`src/hw/rtl/assert_macros.svh`:
```
// assertion macros shared by the rtl files
`ifndef ASSERT_MACROS_SVH
`define ASSERT_MACROS_SVH
`ifndef SYNTHESIS
`define ASSERT_CLK(label, clk, rst, prop) \
   label: assert property (@(posedge clk) disable iff (rst) prop) \
      else $error("assertion failed");
`define ASSERT_ALWAYS(label, clk, prop) \
   label: assert property (@(posedge clk) prop) \
      else $error("assertion failed");
`else
`define ASSERT_CLK(label, clk, rst, prop)
`define ASSERT_ALWAYS(label, clk, prop)
`endif
`endif

```
`src/hw/rtl/ssrw_pkg.sv`:
```
// types, constants and helpers for the spi slave register window
package ssrw_pkg;

   localparam int NUM_WINDOWS  = 8;
   localparam int WINDOW_BYTES = 16;
   localparam int STORE_DEPTH  = NUM_WINDOWS * WINDOW_BYTES;
   localparam int WIN_W        = 3;
   localparam int OFS_W        = 4;
   localparam int ADDR_W       = WIN_W + OFS_W;
   localparam int LEN_W        = 5;
   localparam int LENGTHS_W    = 8 * LEN_W;
   localparam int COUNT_W      = 4;
   localparam int CSR_ADDR_W   = 4;
   localparam int CSR_DATA_W   = 64;

   localparam logic [COUNT_W-1:0]   WINDOW_COUNT_RST   = COUNT_W'(8);
   localparam logic [LENGTHS_W-1:0] WINDOW_LENGTHS_RST = '0;

   typedef enum logic [2:0] {
      OP_FRAME_START = 3'd0,
      OP_BYTE_RX     = 3'd1,
      OP_TX_REQ      = 3'd2,
      OP_LOCAL_RD    = 3'd3,
      OP_LOCAL_WR    = 3'd4
   } opcode_type;

   // register select is paddr bit 3 (byte address 8*i)
   typedef enum logic {
      REG_WINDOW_COUNT   = 1'b0,
      REG_WINDOW_LENGTHS = 1'b1
   } reg_sel_type;

   typedef struct packed {
      logic              wr_en;
      logic              rd_en;
      logic [ADDR_W-1:0] addr;
      logic [7:0]        wr_data;
   } store_req_type;

   function automatic logic [LEN_W-1:0] win_len(logic [LENGTHS_W-1:0] lengths,
                                                logic [WIN_W-1:0] w);
      logic [LEN_W-1:0] len;
      len = lengths[LEN_W*w +: LEN_W];
      if (len > LEN_W'(WINDOW_BYTES)) begin
         len = LEN_W'(WINDOW_BYTES);
      end
      return len;
   endfunction

endpackage

```
`src/hw/rtl/ssrw_store.sv`:
```
// byte store with per-entry valid bits and a registered read port
`include "assert_macros.svh"
module ssrw_store (
   input  logic                          clock,
   input  logic                          reset,
   input  ssrw_pkg::store_req_type       req,
   output logic [7:0]                    rd_data
);

   logic [7:0]                       mem [ssrw_pkg::STORE_DEPTH];
   logic [ssrw_pkg::STORE_DEPTH-1:0] valid_ff;
   logic [ssrw_pkg::STORE_DEPTH-1:0] valid_in;
   logic [7:0]                       rd_data_ff;
   logic                             rd_valid_ff;

   always_comb begin
      valid_in = valid_ff;
      if (req.wr_en) begin
         valid_in[req.addr] = 1'b1;
      end
   end

   always_ff @(posedge clock) begin
      if (reset) begin
         valid_ff    <= '0;
         rd_valid_ff <= 1'b0;
      end else begin
         valid_ff <= valid_in;
         if (req.rd_en) begin
            rd_valid_ff <= valid_ff[req.addr];
         end
      end
   end

   always_ff @(posedge clock) begin
      if (req.wr_en) begin
         mem[req.addr] <= req.wr_data;
      end
      if (req.rd_en) begin
         rd_data_ff <= mem[req.addr];
      end
   end

   assign rd_data = rd_valid_ff ? rd_data_ff : 8'd0;

   `ASSERT_CLK(a_no_rd_wr_same_cycle, clock, reset, !(req.wr_en && req.rd_en))
   `ASSERT_CLK(a_wr_sets_valid, clock, reset, req.wr_en |=> valid_ff[$past(req.addr)])
   `ASSERT_ALWAYS(a_reset_clears_valid, clock, reset |=> (valid_ff == '0))

endmodule

```
`src/hw/rtl/spi_slave_register_window.sv`:
```
// spi_slave_register_window: spi slave register window, top level
// One beat is accepted per clock cycle, back to back, while the result side
// does not stall; each result beat passes the store read stage, then the output
// register, and the output register lets the next request enter while a
// result still waits. The rate is set by the single port of the 128-byte
// store, which takes one read or one write per cycle. The store reads as zero
// after reset through per-entry valid bits, so there is no clearing pass.
`include "assert_macros.svh"
module spi_slave_register_window (
   input  logic                               clock,
   input  logic                               reset,
   // request: tdata = spi_byte[7:0], local_window[10:8], local_offset[14:11],
   // local_data[22:15], zero fill; tuser = opcode[2:0]
   input  logic                               req_tvalid,
   output logic                               req_tready,
   input  logic [23:0]                        req_tdata,
   input  logic [2:0]                         req_tuser,
   // response: tdata = out_byte[7:0], byte_stored[8], in_window[9], zero fill
   output logic                               rsp_tvalid,
   input  logic                               rsp_tready,
   output logic [15:0]                        rsp_tdata,
   input  logic                               csr_psel,
   input  logic                               csr_penable,
   input  logic                               csr_pwrite,
   input  logic [ssrw_pkg::CSR_ADDR_W-1:0]    csr_paddr,
   input  logic [ssrw_pkg::CSR_DATA_W-1:0]    csr_pwdata,
   output logic [ssrw_pkg::CSR_DATA_W-1:0]    csr_prdata,
   output logic                               csr_pready
);

   logic [ssrw_pkg::COUNT_W-1:0]   window_count_ff;
   logic [ssrw_pkg::LENGTHS_W-1:0] window_lengths_ff;

   logic [1:0]                   frame_count_ff, frame_count_in;
   logic                         write_mode_ff, write_mode_in;
   logic [ssrw_pkg::WIN_W-1:0]   sel_window_ff, sel_window_in;
   logic [7:0]                   byte_offset_ff, byte_offset_in;
   logic                         offset_valid_ff, offset_valid_in;

   logic                         s1_valid_ff;
   logic                         s1_from_mem_ff, s1_from_mem_in;
   logic                         s1_stored_ff, s1_stored_in;
   logic                         s1_in_window_ff, s1_in_window_in;
   logic                         s1_spi_data_ff, s1_spi_data_in;

   logic                         rsp_valid_ff;
   logic [15:0]                  rsp_data_ff;

   logic                         req_fire;
   logic                         s1_go;
   logic                         is_header;
   logic                         cursor_ok;
   logic [1:0]                   count_next;
   logic [6:0]                   hdr_idx;
   logic [7:0]                   store_rd_data;
   logic [7:0]                   out_byte;
   ssrw_pkg::store_req_type      store_req;

   logic [7:0]                   spi_byte;
   logic [ssrw_pkg::WIN_W-1:0]   local_window;
   logic [ssrw_pkg::OFS_W-1:0]   local_offset;
   logic [7:0]                   local_data;

   assign spi_byte     = req_tdata[7:0];
   assign local_window = req_tdata[10:8];
   assign local_offset = req_tdata[14:11];
   assign local_data   = req_tdata[22:15];

   // configuration port
   assign csr_pready = 1'b1;

   always_comb begin
      case (ssrw_pkg::reg_sel_type'(csr_paddr[3]))
         ssrw_pkg::REG_WINDOW_COUNT: begin
            csr_prdata = {{(ssrw_pkg::CSR_DATA_W-ssrw_pkg::COUNT_W){1'b0}}, window_count_ff};
         end
         ssrw_pkg::REG_WINDOW_LENGTHS: begin
            csr_prdata = {{(ssrw_pkg::CSR_DATA_W-ssrw_pkg::LENGTHS_W){1'b0}},
                          window_lengths_ff};
         end
         default: begin
            csr_prdata = '0;
         end
      endcase
   end

   always_ff @(posedge clock) begin
      if (reset) begin
         window_count_ff   <= ssrw_pkg::WINDOW_COUNT_RST;
         window_lengths_ff <= ssrw_pkg::WINDOW_LENGTHS_RST;
      end else if (csr_psel && csr_penable && csr_pwrite && csr_pready) begin
         case (ssrw_pkg::reg_sel_type'(csr_paddr[3]))
            ssrw_pkg::REG_WINDOW_COUNT: begin
               window_count_ff <= csr_pwdata[ssrw_pkg::COUNT_W-1:0];
            end
            ssrw_pkg::REG_WINDOW_LENGTHS: begin
               window_lengths_ff <= csr_pwdata[ssrw_pkg::LENGTHS_W-1:0];
            end
            default: begin
            end
         endcase
      end
   end

   // handshake
   assign s1_go      = s1_valid_ff && (!rsp_valid_ff || rsp_tready);
   assign req_tready = !s1_valid_ff || s1_go;
   assign req_fire   = req_tvalid && req_tready;

   assign count_next = (frame_count_ff == 2'd3) ? 2'd3 : frame_count_ff + 2'd1;
   assign cursor_ok  = offset_valid_ff &&
      (byte_offset_ff < {3'b000, ssrw_pkg::win_len(window_lengths_ff, sel_window_ff)});
   assign hdr_idx    = spi_byte[6:0];

   // request decode and control state update
   always_comb begin
      frame_count_in  = frame_count_ff;
      write_mode_in   = write_mode_ff;
      sel_window_in   = sel_window_ff;
      byte_offset_in  = byte_offset_ff;
      offset_valid_in = offset_valid_ff;
      s1_from_mem_in  = 1'b0;
      s1_stored_in    = 1'b0;
      s1_in_window_in = 1'b0;
      s1_spi_data_in  = 1'b0;
      is_header       = 1'b0;
      store_req       = '0;
      store_req.addr  = {sel_window_ff, byte_offset_ff[ssrw_pkg::OFS_W-1:0]};
      store_req.wr_data = spi_byte;
      case (ssrw_pkg::opcode_type'(req_tuser))
         ssrw_pkg::OP_FRAME_START: begin
            frame_count_in = 2'd0;
         end
         ssrw_pkg::OP_BYTE_RX: begin
            frame_count_in = count_next;
            if (count_next == 2'd1) begin
               is_header       = 1'b1;
               write_mode_in   = spi_byte[7];
               offset_valid_in = 1'b0;
               if (hdr_idx >= {3'b000, window_count_ff} ||
                   hdr_idx >= 7'(ssrw_pkg::NUM_WINDOWS)) begin
                  sel_window_in = '0;
               end else begin
                  sel_window_in = hdr_idx[ssrw_pkg::WIN_W-1:0];
               end
            end else if (count_next == 2'd2) begin
               byte_offset_in  = spi_byte;
               offset_valid_in = 1'b1;
            end else begin
               s1_in_window_in = cursor_ok;
               s1_spi_data_in  = 1'b1;
               if (cursor_ok && write_mode_ff) begin
                  store_req.wr_en = 1'b1;
                  byte_offset_in  = byte_offset_ff + 8'd1;
                  s1_stored_in    = 1'b1;
               end
            end
         end
         ssrw_pkg::OP_TX_REQ: begin
            s1_in_window_in = cursor_ok;
            if (cursor_ok && !write_mode_ff) begin
               store_req.rd_en = 1'b1;
               byte_offset_in  = byte_offset_ff + 8'd1;
               s1_from_mem_in  = 1'b1;
            end
         end
         ssrw_pkg::OP_LOCAL_RD: begin
            s1_in_window_in = {1'b0, local_offset} <
               ssrw_pkg::win_len(window_lengths_ff, local_window);
            store_req.addr  = {local_window, local_offset};
            store_req.rd_en = 1'b1;
            s1_from_mem_in  = 1'b1;
         end
         ssrw_pkg::OP_LOCAL_WR: begin
            s1_in_window_in   = {1'b0, local_offset} <
               ssrw_pkg::win_len(window_lengths_ff, local_window);
            store_req.addr    = {local_window, local_offset};
            store_req.wr_data = local_data;
            store_req.wr_en   = 1'b1;
            s1_stored_in      = 1'b1;
         end
         default: begin
         end
      endcase
      if (!req_fire) begin
         store_req.wr_en = 1'b0;
         store_req.rd_en = 1'b0;
      end
   end

   ssrw_store u_store (
      .clock   (clock),
      .reset   (reset),
      .req     (store_req),
      .rd_data (store_rd_data)
   );

   always_ff @(posedge clock) begin
      if (reset) begin
         frame_count_ff  <= 2'd0;
         write_mode_ff   <= 1'b0;
         sel_window_ff   <= '0;
         byte_offset_ff  <= 8'd0;
         offset_valid_ff <= 1'b0;
      end else if (req_fire) begin
         frame_count_ff  <= frame_count_in;
         write_mode_ff   <= write_mode_in;
         sel_window_ff   <= sel_window_in;
         byte_offset_ff  <= byte_offset_in;
         offset_valid_ff <= offset_valid_in;
      end
   end

   // store read stage
   always_ff @(posedge clock) begin
      if (reset) begin
         s1_valid_ff <= 1'b0;
      end else if (req_fire) begin
         s1_valid_ff <= 1'b1;
      end else if (s1_go) begin
         s1_valid_ff <= 1'b0;
      end
   end

   always_ff @(posedge clock) begin
      if (req_fire) begin
         s1_from_mem_ff  <= s1_from_mem_in;
         s1_stored_ff    <= s1_stored_in;
         s1_in_window_ff <= s1_in_window_in;
         s1_spi_data_ff  <= s1_spi_data_in;
      end
   end

   assign out_byte = s1_from_mem_ff ? store_rd_data : 8'd0;

   // output register
   always_ff @(posedge clock) begin
      if (reset) begin
         rsp_valid_ff <= 1'b0;
      end else if (s1_go) begin
         rsp_valid_ff <= 1'b1;
      end else if (rsp_tready) begin
         rsp_valid_ff <= 1'b0;
      end
   end

   always_ff @(posedge clock) begin
      if (s1_go) begin
         rsp_data_ff <= {6'd0, s1_in_window_ff, s1_stored_ff, out_byte};
      end
   end

   assign rsp_tvalid = rsp_valid_ff;
   assign rsp_tdata  = rsp_data_ff;

   `ASSERT_CLK(a_spi_store_in_window, clock, reset, (s1_valid_ff && s1_spi_data_ff && s1_stored_ff) |-> s1_in_window_ff)
   `ASSERT_CLK(a_byte_moves_count, clock, reset, (req_fire && req_tuser == ssrw_pkg::OP_BYTE_RX) |=> (frame_count_ff != 2'd0))
   `ASSERT_CLK(a_offset_clear_by_header, clock, reset, $fell(offset_valid_ff) |-> $past(req_fire && is_header))
   `ASSERT_CLK(a_stored_not_read, clock, reset, s1_valid_ff |-> !(s1_stored_ff && s1_from_mem_ff))
   `ASSERT_CLK(a_ready_when_empty, clock, reset, !s1_valid_ff |-> req_tready)

endmodule

```
`config.mk`:
```
export PLATFORM = sky130hd
export DESIGN_NAME = spi_slave_register_window
export DESIGN_NICKNAME = d
export VERILOG_FILES = /design/src/hw/rtl/ssrw_pkg.sv /design/src/hw/rtl/ssrw_store.sv /design/src/hw/rtl/spi_slave_register_window.sv
export VERILOG_INCLUDE_DIRS = /design/src /design/src/hw/rtl
export SDC_FILE = /design/constraint.sdc
export NUM_CORES = 1
export LEC_CHECK = 0
export ABC_CLOCK_PERIOD_IN_PS = 15100
export BUFFER_PORTS_ARGS = -buffer_cell sky130_fd_sc_hd__buf_2
export CAP_MARGIN = 20
export CELL_PAD_IN_SITES_DETAIL_PLACEMENT = 0
export CELL_PAD_IN_SITES_GLOBAL_PLACEMENT = 1
export CORE_AREA = 4 4 383 385
export CTS_BUF_LIST = sky130_fd_sc_hd__clkbuf_4 sky130_fd_sc_hd__clkbuf_8
export CTS_CLUSTER_SIZE = 28
export DETAILED_ROUTE_END_ITERATION = 10
export DIE_AREA = 0 0 387 389
export HOLD_SLACK_MARGIN = 0.1
export PLACE_DENSITY_LB_ADDON = 0.12
export SLEW_MARGIN = 40
export SYNTH_ARGS = -nofsm -noshare
export SYNTH_HDL_FRONTEND = slang
export SYNTH_HIERARCHICAL = 1
export SYNTH_SLANG_ARGS = --single-unit
```
`constraint.sdc`:
```
create_clock -name clock -period 15.1 [get_ports clock]
set_input_delay 3.02 -clock clock [delete_from_list [all_inputs] [get_ports clock]]
set_output_delay 3.02 -clock clock [all_outputs]
set_load 0.01 [all_outputs]
```
==> impl_metrics.env, run 1 <==
export IMPL_worst_pin_slew_ps=892.9
export IMPL_cts_resized=0
export IMPL_grt_max_degree=97
export IMPL_place_gp_congestion=0.8048
export IMPL_cts_sinks=1235
export IMPL_critPathKind="in2reg"
export IMPL_dp_cells=5160
export IMPL_die_h_um=389
export IMPL_core_um2=143100
export IMPL_fin_cells=5557
export IMPL_power_per_cell_area_nw_per_um2=126.8
export IMPL_antenna_found_initial=11
export IMPL_crit_fanout=91
export IMPL_rsz0062_at_grt="false"
export IMPL_drv_slew=0
export IMPL_synth_top_area_cell="edfxtp_1"
export IMPL_post_cts_setup_buffers=0
export IMPL_fin_crit_ps=7415
export IMPL_synth_area_leaders="edfxtp_1 63%, dfxtp_1 7.6%, mux4_2 5.1%"
export IMPL_hold_buffers=0
export IMPL_fin_skew_ps=54.76
export IMPL_final_cell_area_um2=57160
export IMPL_synth_top_family_by_area="multiplexers"
export IMPL_ctsLongestPathBuffers=3
export IMPL_grt_usage=0.2186
export IMPL_synth_area_um2=49880
export IMPL_finalHoldViolations=0
export IMPL_area_growth_pct=14.59
export IMPL_reg2reg_depth=11
export IMPL_max_freq_mhz=134.9
export IMPL_ff2ff_setup_slack_ps=9150
export IMPL_final_nets=3582
export IMPL_synth_seq_area_share=0.7053
export IMPL_start_util=0.3485
export IMPL_synth_edf_count=1045
export IMPL_setup_viol=0
export IMPL_ant_nets=0
export IMPL_wl_um=168500
export IMPL_grt_pass1_wl_um=236900
export IMPL_synth_seq_cells=1235
export IMPL_vias_per_cell=5.576
export IMPL_die_w_um=387
export IMPL_dr_pass1_iters=5
export IMPL_wl_per_cell_um=30.32
export IMPL_maxSlewHeadroom=0.4035
export IMPL_cts_made_buffers=208
export IMPL_holdPathStages=0
export IMPL_holdWs_ps=425.3
export IMPL_leakagePower_nw=18.45
export IMPL_synth_cells=3280
export IMPL_yosysWarnings=6
export IMPL_start_kind="input port"
export IMPL_status="finished clean"
export IMPL_synthFlopType="edfxtp_1"
export IMPL_grt_overflow=0
export IMPL_hpwl_um=100400
export IMPL_synth_simple_area_share=0.07224
export IMPL_synthDistinctLibCells=86
export IMPL_worst_slack_ps=7685
export IMPL_route_detailed_drc=0
export IMPL_die_area_um2=150500
export IMPL_setup_worst_path_end_class="flop"
export IMPL_fin_util=0.3994
export IMPL_irDropWorstVdd_mv=0.07938
export IMPL_cap_viol_max_count=0
export IMPL_io_pins=185
export IMPL_drive_above_1_share=0.2556
export IMPL_grt_pass1_vias=30950
export IMPL_synth_compound_area_frac=0.08874
export IMPL_synth_top_area_share=0.6291
export IMPL_tns_ps=0
export IMPL_fp_row_count=139
export IMPL_vias=30990
export IMPL_synth_xor_area_share=0
export IMPL_port_buffers=125
export IMPL_cp_data_required_time_ps=15730
export IMPL_synth_fa_ha_area_frac=0.003010
export IMPL_htree_num_levels=4
export IMPL_drt_initial_drc_count=2944
export IMPL_cp_arrival_ps=8050
export IMPL_async_flop_share=0
export IMPL_placed_cell_area_um2=52870
export IMPL_dp_slack_ps=6612
export IMPL_insertion_delay_ps=920
export IMPL_min_delay_path_class="reg2reg"
export IMPL_synth_area_per_cell_um2=15.21
export IMPL_cts_tree="yes"
export IMPL_fin_crit_sh=0.4911
export IMPL_path_clk_slew_ps=60
export IMPL_muxShareOfSynthArea=0.1013
export IMPL_power_mw=7.250
export IMPL_ctsRootBufferMaster="clkbuf_8"
==> cells in the final DEF, fill, tap and decap left out, drive strengths merged, types with 7 or more instances in the layout <==
cell and n:
edfxtp 1045, nor2 435, clkbuf 319, nand2 205, buf 203, dfxtp 190
mux4 119, mux2i 115, a221oi 115, a21oi 106, mux2 104, a22oi 64
and2 62, clkinv 61, o21ai 58, a22o 36, o22ai 35, conb 31
a221o 25, inv 24, nand2b 22, nand3 20, o221ai 16, nor2b 16
nor3 15, o211ai 14, o2bb2ai 14, a31oi 13, ha 12, o22a 12
and3b 11, and3 9, a211oi 9, a311oi 8, diode 7, a222oi 7
nor3b 7
==> final cells by class <==
class	instances	area, um2
antenna	7	17.52
clock buffer	319	3859
clock inverter	70	365.4
fill	13270	85970
inverter	19	76.32
multi-input combinational	1801	13990
sequential	1235	35180
tap	1903	2381
timing repair buffer	203	1289
==> Yosys cell counts (15+ instances only) <==
cell      number
a221oi_1     113
o21ai_0       51
inv_1         15
nor2_1       434
and2_1        61
buf_6         17
buf_4         56
a22oi_1       64
mux2_2        97
edfxtp_1    1045
o22ai_1       35
a21oi_1      106
clkbuf_1      97
nor2b_1       16
dfxtp_1      190
mux2i_1      114
a22o_1        36
a221o_1       25
o221ai_1      16
nand3_1       19
nand2_1      204
nand2b_1      22
buf_2         77
mux4_2       112
==> where the power goes <==
| group | internal (mW) | switching, mW | leakage [nW] |
|---|---|---|---|
| Combinational | 0.145 | 0.369 | 5.28 |
| Sequential | 3.72 | 0.00512 | 10.9 |
| Clock | 1.64 | 1.37 | 2.24 |
==> registers in the layout, indices dropped and copies added, names as in the netlist <==
register,flops
byte_offset_ff,8
frame_count_ff,2
offset_valid_ff,1
rsp_tdata,10
rsp_tvalid,1
s1_from_mem_ff,1
s1_in_window_ff,1
s1_stored_ff,1
s1_valid_ff,1
sel_window_ff,3
u_store/mem,1024
u_store/rd_data_ff,8
u_store/rd_valid_ff,1
u_store/valid_ff,128
window_count_ff,4
window_lengths_ff,40
write_mode_ff,1
==> layer usage <==
| layer | share of wire | vias up | track usage |
|---|---|---|---|
| met2 | 0.47 | 1306 | 0.3528 |
| li1 | - | 13160 | - |
| met5 | 0 | - | 0 |
| met4 | 0.023 | 0 | 0.06029 |
| met3 | 0.076 | 280 | 0.04642 |
| met1 | 0.43 | 16240 | 0.2999 |
==> critical path, stage by stage <==
cell,delay [ps]
buf_2,190
nor3b_2,230
a21o_1,440
mux2_8,550
buf_12,510
buf_4,550
buf_4,520
mux4_2,590
mux2i_1,580
o21a_1,240
a311o_1,310
o211ai_1,120
==> final timing paths <==
check	end	from
setup / recovery	u_store/rd_data_ff[2]	req_tuser[2]
hold reg to reg	rsp_tdata[9]	s1_in_window_ff
hold / removal	rsp_tdata[9]	s1_in_window_ff
setup reg to reg	u_store/mem[51][1]	sel_window_ff[0]
==> kinds of logic after synthesis <==
group	after synthesis
flops	1235
fa+ha+maj	12
other cells	2
simple gates	826
compound gates	594
mux	338
buf+inv	273
No activity file was read; power rests on OpenSTA's default activity.
==> run 2: changes to the inputs <==
ABC_AREA = 1   (was unset)
ABC_CLOCK_PERIOD_IN_PS = 6310   (was 15100)
CORE_AREA = 4 4 389 391   (was 4 4 383 385)
DIE_AREA = 0 0 393 395   (was 0 0 387 389)
clock period = 6.31 ns   (was 15.1 ns; I/O delays follow)
==> run 2 against run 1 <==
  * Clock power grew 150%
  * Critical path depth grew 11
  * Setup slack got worse by 6600 ps
  * Flip-flop and latch count did not move
  * Die area increased by 3.1%
  * Hold slack improved by 31 ps
  * Sequential share of layout area fell by 2.2 points
  * Sequential power grew 140%
  * Core utilization up 0.25 points
  * Global-route usage is 0.80 points lower
  * Clock skew is 22 ps lower
  * Via count is 15% higher
  * Critical endpoint is now u_store/mem[120][0]
  * Largest cell class unchanged
==> impl_metrics.env, run 2 <==
export IMPL_fin_skew_ps=32.39
export IMPL_layout_commonest_cell="nand2_1"
export IMPL_dp_slack_ps=588.6
export IMPL_start_kind="flop"
export IMPL_synth_area_leaders="edfxtp_1 61%, nand2_1 13%, dfxtp_1 7.4%"
export IMPL_htree_num_levels=4
export IMPL_core_um2=147500
export IMPL_min_delay_path_class="reg2reg"
export IMPL_start_util=0.3490
export IMPL_fillCellCount=14670
export IMPL_place_gp_congestion=0.7988
export IMPL_synth_most_common_cell="nand2_1"
export IMPL_rsz0062_at_grt="false"
export IMPL_min_from="s1_stored_ff"
export IMPL_die_area_um2=155200
export IMPL_fin_crit_sh=0.8283
export IMPL_crit_fanout=13
export IMPL_status="finished clean"
export IMPL_die_h_um=395
export IMPL_synth_top_area_share=0.6096
export IMPL_switchingPower_mw=4.517
export IMPL_p_int_mw=13.31
export IMPL_cts_tree="yes"
export IMPL_tns_ps=0
export IMPL_route_detailed_drc=0
export IMPL_reg2reg_depth=23
export IMPL_synth_area_per_cell_um2=10.23
export IMPL_drt_initial_drc_count=2950
export IMPL_worst_slack_ps=1084
export IMPL_finalHoldViolations=0
export IMPL_dr_pass1_iters=6
export IMPL_vias=35780
export IMPL_ctsRootBufferMaster="clkbuf_8"
export IMPL_fin_crit_ps=5226
export IMPL_cp_arrival_ps=5840
export IMPL_top_register="u_store/mem"
export IMPL_sequentialPowerShare=0.501
export IMPL_top_regs="u_store/mem: 1024 flops, u_store/valid_ff: 128 flops, window_lengths_ff: 40 flops"
export IMPL_setup_viol=0
export IMPL_cap_viol_max_count=0
export IMPL_leakagePower_nw=22.75
export IMPL_hold_buffers=0
export IMPL_ant_nets=0
export IMPL_cp_data_required_time_ps=6920
export IMPL_insertion_delay_ps=900
export IMPL_grt_overflow=0
export IMPL_fin_cells=7426
export IMPL_grt_usage=0.2107
export IMPL_fp_row_count=141
export IMPL_die_w_um=393
export IMPL_cts_made_buffers=210
export IMPL_wl_um=165300
export IMPL_timing_rr_end="u_store/mem[120][0]"
export IMPL_synth_area_um2=51480
export IMPL_vias_per_cell=4.818
export IMPL_ff2ff_setup_slack_ps=1080
export IMPL_max_freq_mhz=191.3
export IMPL_cts_sinks=1235
export IMPL_swShare=0.2533
export IMPL_post_cts_setup_buffers=0
export IMPL_synth_top_area_cell="edfxtp_1"
export IMPL_setup_worst_path_end_class="flop"
export IMPL_drv_slew=0
export IMPL_synth_cells=5031
export IMPL_synth_seq_area_share=0.6835
export IMPL_pwr_share_comb=0.085
export IMPL_irDropWorstVdd_mv=0.1771
export IMPL_synthFlopType="edfxtp_1"
export IMPL_synthDistinctLibCells=47
export IMPL_whs_endpoint="rsp_tdata[8]"
export IMPL_port_buffers=125
export IMPL_async_flop_share=0
export IMPL_synth_edf_count=1045
export IMPL_final_nets=5418
export IMPL_critPathKind="reg2reg"
export IMPL_ctsLongestPathBuffers=3
export IMPL_holdWs_ps=456.7
export IMPL_drive_above_1_share=0.1402
export IMPL_power_per_cell_area_nw_per_um2=300.9
export IMPL_worst_pin_slew_ps=959.4
export IMPL_area_growth_pct=15.14
export IMPL_holdPathStages=0
export IMPL_path_clk_slew_ps=60
export IMPL_grt_pass1_vias=34660
export IMPL_synth_top_cells_by_count="1,849 x nand2_1, 1,045 x edfxtp_1, 604 x nor2_1, 272 x a21oi_1, 246 x inv_1"
export IMPL_dp_cells=7022
export IMPL_grt_max_degree=129
export IMPL_io_pins=185
export IMPL_maxSlewHeadroom=0.3595
export IMPL_yosysWarnings=6
export IMPL_largest_reg_flops=1024
export IMPL_final_cell_mix="1,849 x nand2_1, 1,045 x edfxtp_1, 586 x nor2_1, 263 x a21oi_1, 245 x inv_1"
export IMPL_fin_util=0.4018
export IMPL_pwr_share_clk=0.414
export IMPL_wl_per_cell_um=22.26
export IMPL_synth_seq_cells=1235
export IMPL_grt_pass1_wl_um=240500
export IMPL_antenna_found_initial=5
export IMPL_hpwl_um=98280
export IMPL_r2r_start="sel_window_ff[1]"
export IMPL_cts_resized=0
run 2: worst max path at each step:
stage | to | slack [ps] | startpoint
floorplan | u_store/mem[0][0] | 120 | req_tuser[1]
global placement | u_store/mem[119][5] | 570 | req_tuser[2]
detailed placement | u_store/mem[119][1] | 590 | req_tuser[2]
CTS | u_store/mem[120][0] | 1070 | sel_window_ff[1]
global route | u_store/mem[120][0] | 710 | sel_window_ff[1]
finish | u_store/mem[120][0] | 1080 | sel_window_ff[1]
run 2: power groups by stage:
stage	combinational [mW]	sequential [mW]	clock, mW
after floorplan	0.877	9.13	0
after global placement	1.53	9.10	0
after detailed placement	1.54	9.10	0
after CTS	1.54	8.93	7.61
after global routing	1.67	8.93	8.00
final	1.52	8.94	7.38
run 2: logic make-up after synthesis:
family                   synth area share
AO/OA/AOI/OAI                     0.05625
XOR/XNOR                        0.0006807
adder cells (fa/ha/maj)          0.002917
buffers and inverters             0.04968
flip-flops                         0.6835
other                           0.0001459
AND/OR/NAND/NOR                    0.2068
run 2: through the flow:
step                      area [um2]  power [mW]
final                          59270       17.83
after global routing           59270       18.60
after CTS                      59240       18.09
after detailed placement       54860       10.64
after global placement         54790       10.64
after floorplan                51580       10.01
run 2: final cells by class:
type | instances | area [um2] | area share
timing repair buffer | 298 | 2193 | 0.03701
clock inverter | 79 | 476.7 | 0.008043
inverter | 275 | 1056 | 0.01782
clock buffer | 323 | 3901 | 0.06583
tap | 1930 | 2415 | 0.04074
sequential | 1235 | 35180 | 0.5936
antenna | 2 | 5.005 | 0.00008445
multi-input combinational | 3284 | 14040 | 0.2368
run 2: metal layers:
layer  vias up  routed length, um  track usage  part of all wire
met5         -                  0            0                 0
met4         0               2842      0.05203             0.017
met3       187               8289      0.03463             0.050
met2       877              78150       0.3417              0.47
met1     17480              76020       0.2951              0.46
li1      17240                  -            -                 -
run 2: worst max-delay path, stage by stage, from the launching register on:
cell      delay (ps)
dfxtp_1          710
inv_2            270
nand3_1          150
nand2_1          100
nand2_1           70
nand2_1           80
nor2_2            80
nand2_1           60
nand2_2           80
nand2_1           80
ha_1             290
a21oi_1          120
nand2_1          130
nand2_2          110
nand2_1           70
inv_1            110
nand4_1          100
a21oi_1          390
clkinv_1         380
nor2_1           180
inv_1            160
buf_4            320
nor2_1           580
buf_4            290
